--- config.mk ---
export PLATFORM = sky130hd
export DESIGN_NAME = barometric_sensor_compensation_unit
export DESIGN_NICKNAME = d
export VERILOG_FILES = /design/src/bsc_pkg.sv /design/src/barometric_sensor_compensation_unit.sv /design/src/bsc_divider.sv
export SDC_FILE = /design/constraint.sdc
export NUM_CORES = 2
export LEC_CHECK = 0
export ABC_CLOCK_PERIOD_IN_PS = 19200
export BUFFER_PORTS_ARGS = -buffer_cell sky130_fd_sc_hd__buf_2
export CAP_MARGIN = 20
export CORE_MARGIN = 1.5
export CORE_UTILIZATION = 45
export DETAILED_ROUTE_END_ITERATION = 7
export MAX_ROUTING_LAYER = met4
export PLACE_DENSITY_LB_ADDON = 0.3
export SLEW_MARGIN = 25
export SYNTH_ARGS = -nofsm -noshare
export SYNTH_HDL_FRONTEND = slang
export SYNTH_SLANG_ARGS = --single-unit
--- constraint.sdc ---
create_clock -name i_clk -period 19.2 [get_ports i_clk]
set_clock_uncertainty 0.1 [all_clocks]
set_input_delay 3.84 -clock i_clk [delete_from_list [all_inputs] [get_ports i_clk]]
set_output_delay 3.84 -clock i_clk [all_outputs]
set_load 0.005 [all_outputs]
--- src/bsc_pkg.sv ---
package bsc_pkg;

    localparam int unsigned CFG_IDX_W = 3;

    typedef enum logic [CFG_IDX_W-1:0] {
        t_reg_ac1_ac2 = 3'd0,
        t_reg_ac3_ac4 = 3'd1,
        t_reg_ac5_ac6 = 3'd2,
        t_reg_b1_b2   = 3'd3,
        t_reg_mc_md   = 3'd4,
        t_reg_oss     = 3'd5
    } t_reg_idx;

    typedef enum logic [1:0] {
        t_div_idle,
        t_div_run,
        t_div_done
    } t_div_state;

    // divider request/response between sequencer and divider
    typedef struct packed {
        logic        start;
        logic        sgn;      // signed (truncating) or unsigned divide
        logic [31:0] num;
        logic [31:0] den;
    } t_div_req;

    typedef struct packed {
        logic        done;
        logic [31:0] quo;
    } t_div_rsp;

    typedef enum logic [5:0] {
        t_s_idle,
        t_s_t0, t_s_t1, t_s_t2, t_s_t3, t_s_t4,
        t_s_p0, t_s_p1, t_s_p2, t_s_p3, t_s_p4, t_s_p5, t_s_p6, t_s_p7,
        t_s_p8, t_s_p9, t_s_p10, t_s_p11, t_s_p12, t_s_p13, t_s_p14,
        t_s_p15, t_s_p16, t_s_p17, t_s_p18, t_s_p19, t_s_p20,
        t_s_out
    } t_state;

endpackage

--- src/barometric_sensor_compensation_unit.sv ---
// Channel   Dir  Handshake             Payload
// input     in   i_valid / o_stall     i_op, i_raw_reading
// result    out  o_valid / i_stall     o_kind, o_value, o_div_error
// config    in   i_cfg_we              i_cfg_idx, i_cfg_data
//
// One item at a time; the time per item is set by the shared 32x32 multiplier
// steps and the serial divider. A zero divisor ends a temperature or pressure
// item before its divide. A stalled result holds the unit in its output state.
// Synchronous active-low reset clears the sequencer, the result valid, B5 and the config registers.
// o_stall stays high from acceptance until the result transfers.
module barometric_sensor_compensation_unit (
    input  logic        i_clk,
    input  logic        i_rst_n,
    input  logic        i_valid,
    output logic        o_stall,
    input  logic        i_op,
    input  logic [18:0] i_raw_reading,
    output logic        o_valid,
    input  logic        i_stall,
    output logic        o_kind,
    output logic signed [31:0] o_value,
    output logic        o_div_error,
    input  logic        i_cfg_we,
    input  logic [bsc_pkg::CFG_IDX_W-1:0] i_cfg_idx,
    input  logic [31:0] i_cfg_data
);

    logic [31:0] r_c0, r_c1, r_c2, r_c3, r_c4;
    logic [1:0]  r_oss;
    logic signed [31:0] r_b5;
    bsc_pkg::t_state r_state, n_state;
    logic        r_op;
    logic [18:0] r_raw;
    logic signed [31:0] r_a, r_b, r_c, r_d, r_p;  // scratch terms
    logic signed [31:0] r_res;
    logic        r_err;
    bsc_pkg::t_div_req w_req;
    bsc_pkg::t_div_rsp w_rsp;

    // shared multiplier operands
    logic signed [31:0] w_ma, w_mb, w_prod;

    // config
    always_ff @(posedge i_clk) begin
        if (!i_rst_n) begin
            r_c0 <= '0; r_c1 <= '0; r_c2 <= '0; r_c3 <= '0; r_c4 <= '0; r_oss <= '0;
        end else if (i_cfg_we) begin
            unique case (i_cfg_idx)
                bsc_pkg::t_reg_ac1_ac2: r_c0 <= i_cfg_data;
                bsc_pkg::t_reg_ac3_ac4: r_c1 <= i_cfg_data;
                bsc_pkg::t_reg_ac5_ac6: r_c2 <= i_cfg_data;
                bsc_pkg::t_reg_b1_b2:   r_c3 <= i_cfg_data;
                bsc_pkg::t_reg_mc_md:   r_c4 <= i_cfg_data;
                bsc_pkg::t_reg_oss:     r_oss <= i_cfg_data[1:0];
                default: ;
            endcase
        end
    end

    logic signed [31:0] w_ac1, w_ac2, w_ac3, w_b1, w_b2, w_mc, w_md;
    logic [31:0] w_ac4, w_ac5, w_ac6;
    assign w_ac1 = {{16{r_c0[31]}}, r_c0[31:16]};
    assign w_ac2 = {{16{r_c0[15]}}, r_c0[15:0]};
    assign w_ac3 = {{16{r_c1[31]}}, r_c1[31:16]};
    assign w_ac4 = {16'd0, r_c1[15:0]};
    assign w_ac5 = {16'd0, r_c2[31:16]};
    assign w_ac6 = {16'd0, r_c2[15:0]};
    assign w_b1  = {{16{r_c3[31]}}, r_c3[31:16]};
    assign w_b2  = {{16{r_c3[15]}}, r_c3[15:0]};
    assign w_mc  = {{16{r_c4[31]}}, r_c4[31:16]};
    assign w_md  = {{16{r_c4[15]}}, r_c4[15:0]};

    // truncating signed divide by 2^k
    function automatic logic signed [31:0] sdiv(input logic signed [31:0] v,
                                                input logic [4:0] k);
        logic [31:0] bias;
        bias = (32'd1 << k) - 32'd1;
        sdiv = v[31] ? ((v + $signed(bias)) >>> k) : (v >>> k);
    endfunction

    bsc_divider u_div (.i_clk(i_clk), .i_rst_n(i_rst_n), .i_req(w_req), .o_rsp(w_rsp));

    // operand select for the multiplier
    always_comb begin
        w_ma = r_a;
        w_mb = r_b;
        unique case (r_state)
            bsc_pkg::t_s_t0:  begin w_ma = $signed({16'd0, r_raw[15:0]}) - $signed(w_ac6);
                                    w_mb = $signed(w_ac5); end
            bsc_pkg::t_s_p1:  begin w_ma = r_a; w_mb = r_a; end         // b6*b6
            bsc_pkg::t_s_p2:  begin w_ma = w_b2; w_mb = r_b; end        // b2*sq
            bsc_pkg::t_s_p3:  begin w_ma = w_ac2; w_mb = r_a; end       // ac2*b6
            bsc_pkg::t_s_p5:  begin w_ma = w_ac3; w_mb = r_a; end       // ac3*b6
            bsc_pkg::t_s_p6:  begin w_ma = w_b1; w_mb = r_b; end        // b1*sq
            bsc_pkg::t_s_p8:  begin w_ma = $signed(w_ac4); w_mb = r_c + 32'sd32768; end
            bsc_pkg::t_s_p9:  begin w_ma = $signed({13'd0, r_raw}) - r_d;
                                    w_mb = $signed(32'd50000 >> r_oss); end
            bsc_pkg::t_s_p14: begin w_ma = sdiv(r_p, 5'd8); w_mb = sdiv(r_p, 5'd8); end
            bsc_pkg::t_s_p15: begin w_ma = r_a; w_mb = 32'sd3038; end
            bsc_pkg::t_s_p16: begin w_ma = -32'sd7357; w_mb = r_p; end
            default: ;
        endcase
    end
    assign w_prod = 32'(w_ma * w_mb);

    // next state
    always_comb begin
        n_state = r_state;
        unique case (r_state)
            bsc_pkg::t_s_idle: if (i_valid) n_state = i_op ? bsc_pkg::t_s_p0 : bsc_pkg::t_s_t0;
            bsc_pkg::t_s_t0:   n_state = bsc_pkg::t_s_t1;
            bsc_pkg::t_s_t1:   n_state = (r_a + w_md == 32'sd0) ? bsc_pkg::t_s_out
                                                                 : bsc_pkg::t_s_t2;
            bsc_pkg::t_s_t2:   n_state = bsc_pkg::t_s_t3;
            bsc_pkg::t_s_t3:   if (w_rsp.done) n_state = bsc_pkg::t_s_t4;
            bsc_pkg::t_s_t4:   n_state = bsc_pkg::t_s_out;
            bsc_pkg::t_s_p0:   n_state = bsc_pkg::t_s_p1;
            bsc_pkg::t_s_p1:   n_state = bsc_pkg::t_s_p2;
            bsc_pkg::t_s_p2:   n_state = bsc_pkg::t_s_p3;
            bsc_pkg::t_s_p3:   n_state = bsc_pkg::t_s_p4;
            bsc_pkg::t_s_p4:   n_state = bsc_pkg::t_s_p5;
            bsc_pkg::t_s_p5:   n_state = bsc_pkg::t_s_p6;
            bsc_pkg::t_s_p6:   n_state = bsc_pkg::t_s_p7;
            bsc_pkg::t_s_p7:   n_state = bsc_pkg::t_s_p8;
            bsc_pkg::t_s_p8:   n_state = bsc_pkg::t_s_p9;
            bsc_pkg::t_s_p9:   n_state = (r_c == 32'sd0) ? bsc_pkg::t_s_out : bsc_pkg::t_s_p10;
            bsc_pkg::t_s_p10:  n_state = bsc_pkg::t_s_p11;
            bsc_pkg::t_s_p11:  if (w_rsp.done) n_state = bsc_pkg::t_s_p12;
            bsc_pkg::t_s_p12:  n_state = bsc_pkg::t_s_p14;
            bsc_pkg::t_s_p14:  n_state = bsc_pkg::t_s_p15;
            bsc_pkg::t_s_p15:  n_state = bsc_pkg::t_s_p16;
            bsc_pkg::t_s_p16:  n_state = bsc_pkg::t_s_p17;
            bsc_pkg::t_s_p17:  n_state = bsc_pkg::t_s_out;
            bsc_pkg::t_s_out:  if (!i_stall) n_state = bsc_pkg::t_s_idle;
            default:           n_state = bsc_pkg::t_s_idle;
        endcase
    end

    always_ff @(posedge i_clk) begin
        if (!i_rst_n) r_state <= bsc_pkg::t_s_idle;
        else          r_state <= n_state;
    end

    // divider request
    always_comb begin
        w_req.start = 1'b0;
        w_req.sgn   = 1'b1;
        w_req.num   = 32'(w_mc * 32'sd2048);
        w_req.den   = r_b;
        if (r_state == bsc_pkg::t_s_t2) w_req.start = 1'b1;
        if (r_state == bsc_pkg::t_s_p10) begin
            w_req.start = 1'b1;
            w_req.sgn   = 1'b0;
            w_req.num   = r_d[31] ? r_d : (r_d << 1);
            w_req.den   = r_c;
        end
    end

    // datapath; r_d holds b3 then b7, r_c holds x3 then b4
    always_ff @(posedge i_clk) begin
        unique case (r_state)
            bsc_pkg::t_s_idle: begin
                r_op <= i_op; r_raw <= i_raw_reading; r_err <= 1'b0;
            end
            bsc_pkg::t_s_t0: r_a <= sdiv(w_prod, 5'd15);           // x1
            bsc_pkg::t_s_t1: begin
                r_b <= r_a + w_md;
            end
            bsc_pkg::t_s_t2: ;
            bsc_pkg::t_s_t3: if (w_rsp.done) r_c <= w_rsp.quo;     // x2
            bsc_pkg::t_s_t4: r_res <= sdiv(r_a + r_c + 32'sd8, 5'd4);
            bsc_pkg::t_s_p0: r_a <= r_b5 - 32'sd4000;             // b6
            bsc_pkg::t_s_p1: r_b <= sdiv(w_prod, 5'd12);           // sq
            bsc_pkg::t_s_p2: r_c <= sdiv(w_prod, 5'd11);           // x1
            bsc_pkg::t_s_p3: r_c <= r_c + sdiv(w_prod, 5'd11);     // x3
            bsc_pkg::t_s_p4: r_d <= sdiv(32'((((w_ac1 <<< 2) + r_c) <<< r_oss) + 32'sd2),
                                     5'd2);                          // b3
            bsc_pkg::t_s_p5: r_c <= sdiv(w_prod, 5'd13);
            bsc_pkg::t_s_p6: r_c <= r_c + sdiv(w_prod, 5'd16);
            bsc_pkg::t_s_p7: r_c <= sdiv(r_c + 32'sd2, 5'd2);      // x3
            bsc_pkg::t_s_p8: r_c <= $signed(32'($unsigned(w_prod)) >> 15); // b4
            bsc_pkg::t_s_p9: r_d <= w_prod;                          // b7
            bsc_pkg::t_s_p11: if (w_rsp.done) r_p <= r_d[31] ? (w_rsp.quo << 1) : w_rsp.quo;
            bsc_pkg::t_s_p14: r_a <= w_prod;
            bsc_pkg::t_s_p15: r_a <= sdiv(w_prod, 5'd16);
            bsc_pkg::t_s_p16: r_b <= sdiv(w_prod, 5'd16);
            bsc_pkg::t_s_p17: r_res <= r_p + sdiv(r_a + r_b + 32'sd3791, 5'd4);
            default: ;
        endcase
        if ((r_state == bsc_pkg::t_s_t1 && r_a + w_md == 32'sd0) ||
            (r_state == bsc_pkg::t_s_p9 && r_c == 32'sd0)) begin
            r_err <= 1'b1;
            r_res <= '0;
        end
    end

    // kept B5 term
    always_ff @(posedge i_clk) begin
        if (!i_rst_n) r_b5 <= '0;
        else if (r_state == bsc_pkg::t_s_t4) r_b5 <= r_a + r_c;
    end

    // outputs
    always_comb begin
        o_stall     = (r_state != bsc_pkg::t_s_idle);
        o_valid     = (r_state == bsc_pkg::t_s_out);
        o_kind      = r_op;
        o_value     = r_res;
        o_div_error = r_err;
    end

endmodule

--- src/bsc_divider.sv ---
// Radix-2 restoring divider, one quotient bit per cycle.
module bsc_divider (
    input  logic              i_clk,
    input  logic              i_rst_n,
    input  bsc_pkg::t_div_req i_req,
    output bsc_pkg::t_div_rsp o_rsp
);

    bsc_pkg::t_div_state r_state, n_state;
    logic [4:0]  r_cnt;
    logic [31:0] r_rem, r_quo, r_den, r_num;
    logic        r_neg;
    logic [32:0] w_trial;
    logic [31:0] w_rem_sh;

    // next state
    always_comb begin
        n_state = r_state;
        unique case (r_state)
            bsc_pkg::t_div_idle: if (i_req.start) n_state = bsc_pkg::t_div_run;
            bsc_pkg::t_div_run:  if (r_cnt == 5'd0) n_state = bsc_pkg::t_div_done;
            bsc_pkg::t_div_done: n_state = bsc_pkg::t_div_idle;
            default:             n_state = bsc_pkg::t_div_idle;
        endcase
    end

    always_ff @(posedge i_clk) begin
        if (!i_rst_n) r_state <= bsc_pkg::t_div_idle;
        else          r_state <= n_state;
    end

    assign w_rem_sh = {r_rem[30:0], r_num[31]};
    assign w_trial  = {1'b0, w_rem_sh} - {1'b0, r_den};

    // datapath: magnitudes in, sign fixed at the end
    always_ff @(posedge i_clk) begin
        if (r_state == bsc_pkg::t_div_idle && i_req.start) begin
            r_num <= (i_req.sgn && i_req.num[31]) ? -i_req.num : i_req.num;
            r_den <= (i_req.sgn && i_req.den[31]) ? -i_req.den : i_req.den;
            r_neg <= i_req.sgn && (i_req.num[31] ^ i_req.den[31]);
            r_rem <= '0;
            r_quo <= '0;
            r_cnt <= 5'd31;
        end else if (r_state == bsc_pkg::t_div_run) begin
            r_num <= {r_num[30:0], 1'b0};
            r_cnt <= r_cnt - 5'd1;
            if (!w_trial[32]) begin
                r_rem <= w_trial[31:0];
                r_quo <= {r_quo[30:0], 1'b1};
            end else begin
                r_rem <= w_rem_sh;
                r_quo <= {r_quo[30:0], 1'b0};
            end
        end
    end

    assign o_rsp.done = (r_state == bsc_pkg::t_div_done);
    assign o_rsp.quo  = r_neg ? -r_quo : r_quo;

endmodule
==> impl_metrics.toml <==
[status]
outcome = "finished, violations left"
violations = "DRC"

[setup_path]
path_max_fanout = 20
cpLargestDelayFamily = "compound AO/OA/AOI/OAI gates"
critPathMaxStageDelay_ns = 0.84
path_common_cell = "fa_1"
startpoint_type = "flip-flop"
critPathSlowestCell = "o31ai_1"
criticalPathCategory = "reg -> reg"
end_kind = "flip-flop"
crit_arrival_ns = 18.05
worstPathRequired_ns = 19.53
path_buf_inv = 6

[die]
chipHeight_um = 382.8
std_cell_rows = 139
io_pins = 96
fp.dieW_um = 382.8
core_mm2 = 0.1433
die_area_mm2 = 0.1465
start_util_pct = 45.30

[grt]
grt_pass1_wl_um = 435200
grt_use_total_pct = 42.39
grt_pass1_vias = 60891
grt_overflow_total = 0
grt_start_max_net_pins = 130
antenna_found_initial = 24

[clock_tree]
cts_tree = "yes"
cts_setup_buffers = 0
cts.path.max_buffers = 3
clk_latency_ns = 0.72
clkSinkCount = 547
cts_hold_buf = 0
root_buffer = "clkbuf_16"
numCtsBuffers = 71
clkTransAtPathRegs_ns = 0.06
ctsHtreeMaxLevel = 3
post_cts_resized = 0

[timing]
hold_viol_final = 0
setup_ws_ns = 1.483
worstMarginPinSlew_ns = 1.235
slew-limit-headroom_pct = 17.70
rsz0062_at_grt = "false"
tns_ns = 0
fmax_mhz = 56.44
drv_slew = 0
setup_viol = 0
fin_crit_sh_pct = 92.27
final.min_clock_period_ns = 17.72

[route]
drtAntennaViolNets = 0
firstDrtPassIters = 8
drc_errors = 19
routed_wl_um = 308200
vias_per_cell = 6.312
wl_per_cell_um = 30.47
vias = 63857
drt-initial-drc-count = 7685

[synthesis]
ys_types = 115
synthesis.nets = 9061
synth_seq_cells = 547
synth_area_mm2 = 0.06491
ys.flop_type = "dfxtp_1"
seq_area_frac_synth_pct = 20.65
async_reset_ff_share_pct = 0
avgSynthCellArea_um2 = 7.982
yosys_warnings = 0
synthCells = 8133
synth_edf_count = 245

[placement]
finalWeightedCongestion = 1.096
port_buffers = 95
dp_hpwl_um = 241400
dp_slack_ns = 1.786

[cells_and_area]
drive_gt1_share_pct = 8.352
area_growth_pct = 9.177
final_common_cell = "nand2_1"
fillers = 14074
most-common-layout-cells = "nand2_1 (1,101), nor2_1 (791), inv_1 (772)"
final_nets = 9064

[worst_hold_path]
worstHoldPathType = "reg -> reg"

[job]
maxCapViolations = 0
[flip-flops by register name (all words and copies together), names as in the netlist, 19 cells and up]
signal       count
r_b5            32
u_div.r_quo     32
r_c2            32
r_p             32
r_d             32
r_c3            32
o_value         32
r_a             32
r_c4            32
u_div.r_rem     31
u_div.r_den     32
r_c0            32
r_raw           19
u_div.r_num     32
r_c1            32
r_b             32
r_c             32
[through the flow]
step                hold slack (ns)  instances  cell area (um2)  util (%)
global placement             0.3296       9965            68320     47.67
floorplan                    0.3390       8133            64910         -
detailed placement           0.3382       9965            68360     47.70
global route                 0.3825      10108            70850     49.44
finish                       0.3465      10116            70870     49.45
CTS                          0.3530      10092            70780     49.39
[layout make-up]
type / count / area [um2] / area share [%]
well taps: 1903 / 2381 / 3.360
clock inverters: 40 / 456.7 / 0.6444
clock buffers: 87 / 1958 / 2.763
inverters: 777 / 2917 / 4.115
repair buffers: 331 / 2257 / 3.185
multi-input cells: 6408 / 47440 / 66.93
diodes: 23 / 57.56 / 0.08121
flip-flops and latches: 547 / 13410 / 18.92
[logic make-up after synthesis]
family / synth area share, %
AO/OA/AOI/OAI: 18.93
XOR/XNOR: 8.726
adder cells (fa/ha/maj): 21.55
buffers and inverters: 6.933
flip-flops: 20.65
multiplexers: 2.197
AND/OR/NAND/NOR: 21.01
[cell usage after synthesis (25+ instances only)]
cell type	n	area [um2]
buf_1	40	150.1
nor3b_1	27	202.7
clkbuf_1	316	1186
buf_2	38	190.2
o31ai_1	66	495.5
a31oi_1	49	306.5
mux2i_1	120	1201
nand2_1	1103	4140
nor2_1	803	3014
nand3_1	170	850.8
dfxtp_1	302	6046
or2_2	91	569.3
and3_1	68	425.4
o21ai_0	341	1707
a22oi_1	58	435.4
o21bai_1	36	270.3
or3_1	73	456.7
ha_1	451	5643
a21boi_0	203	1524
nor4_1	47	294.0
a21o_1	94	705.7
o22ai_1	42	262.8
a21oi_1	390	1952
nor3_1	174	870.8
a222oi_1	25	250.2
edfxtp_1	245	7357
o221ai_1	39	341.6
a221oi_1	36	315.3
xor2_1	227	1988
a211oi_1	53	397.9
nand4_1	46	287.8
o21ai_1	32	160.2
xnor2_1	394	3451
inv_1	773	2902
o21a_1	62	465.5
o211ai_1	45	337.8
nand2b_1	84	525.5
nor2b_1	68	425.4
and2_1	67	419.2
fa_1	417	8348
[routing by layer]
layer	global-route usage [%]	vias to the layer above	share of wire, %	wire length (um)
met3	11.63	956	11	33660
li1	-	28057	-	-
met1	49.91	31217	38	115700
met2	62.96	3627	43	133900
met4	28.78	0	8.1	24990
met5	-	-	0	0
[worst paths after layout]
kind	from	endpoint	slack, ns	depth (start not counted)
worst min-delay path	o_div_error$_SDFFE_PP1N_	o_div_error$_SDFFE_PP1N_	0.35	1
worst max-delay path	r_d[2]$_DFFE_PP_	r_c[28]$_DFFE_PP_	1.48	61
worst min register to register	o_div_error$_SDFFE_PP1N_	o_div_error$_SDFFE_PP1N_	0.35	1
worst max register to register	r_d[2]$_DFFE_PP_	r_c[28]$_DFFE_PP_	1.48	61
Power is not shown: default switching activity piles up to over one toggle a cycle in this logic, so the estimate is an artifact.
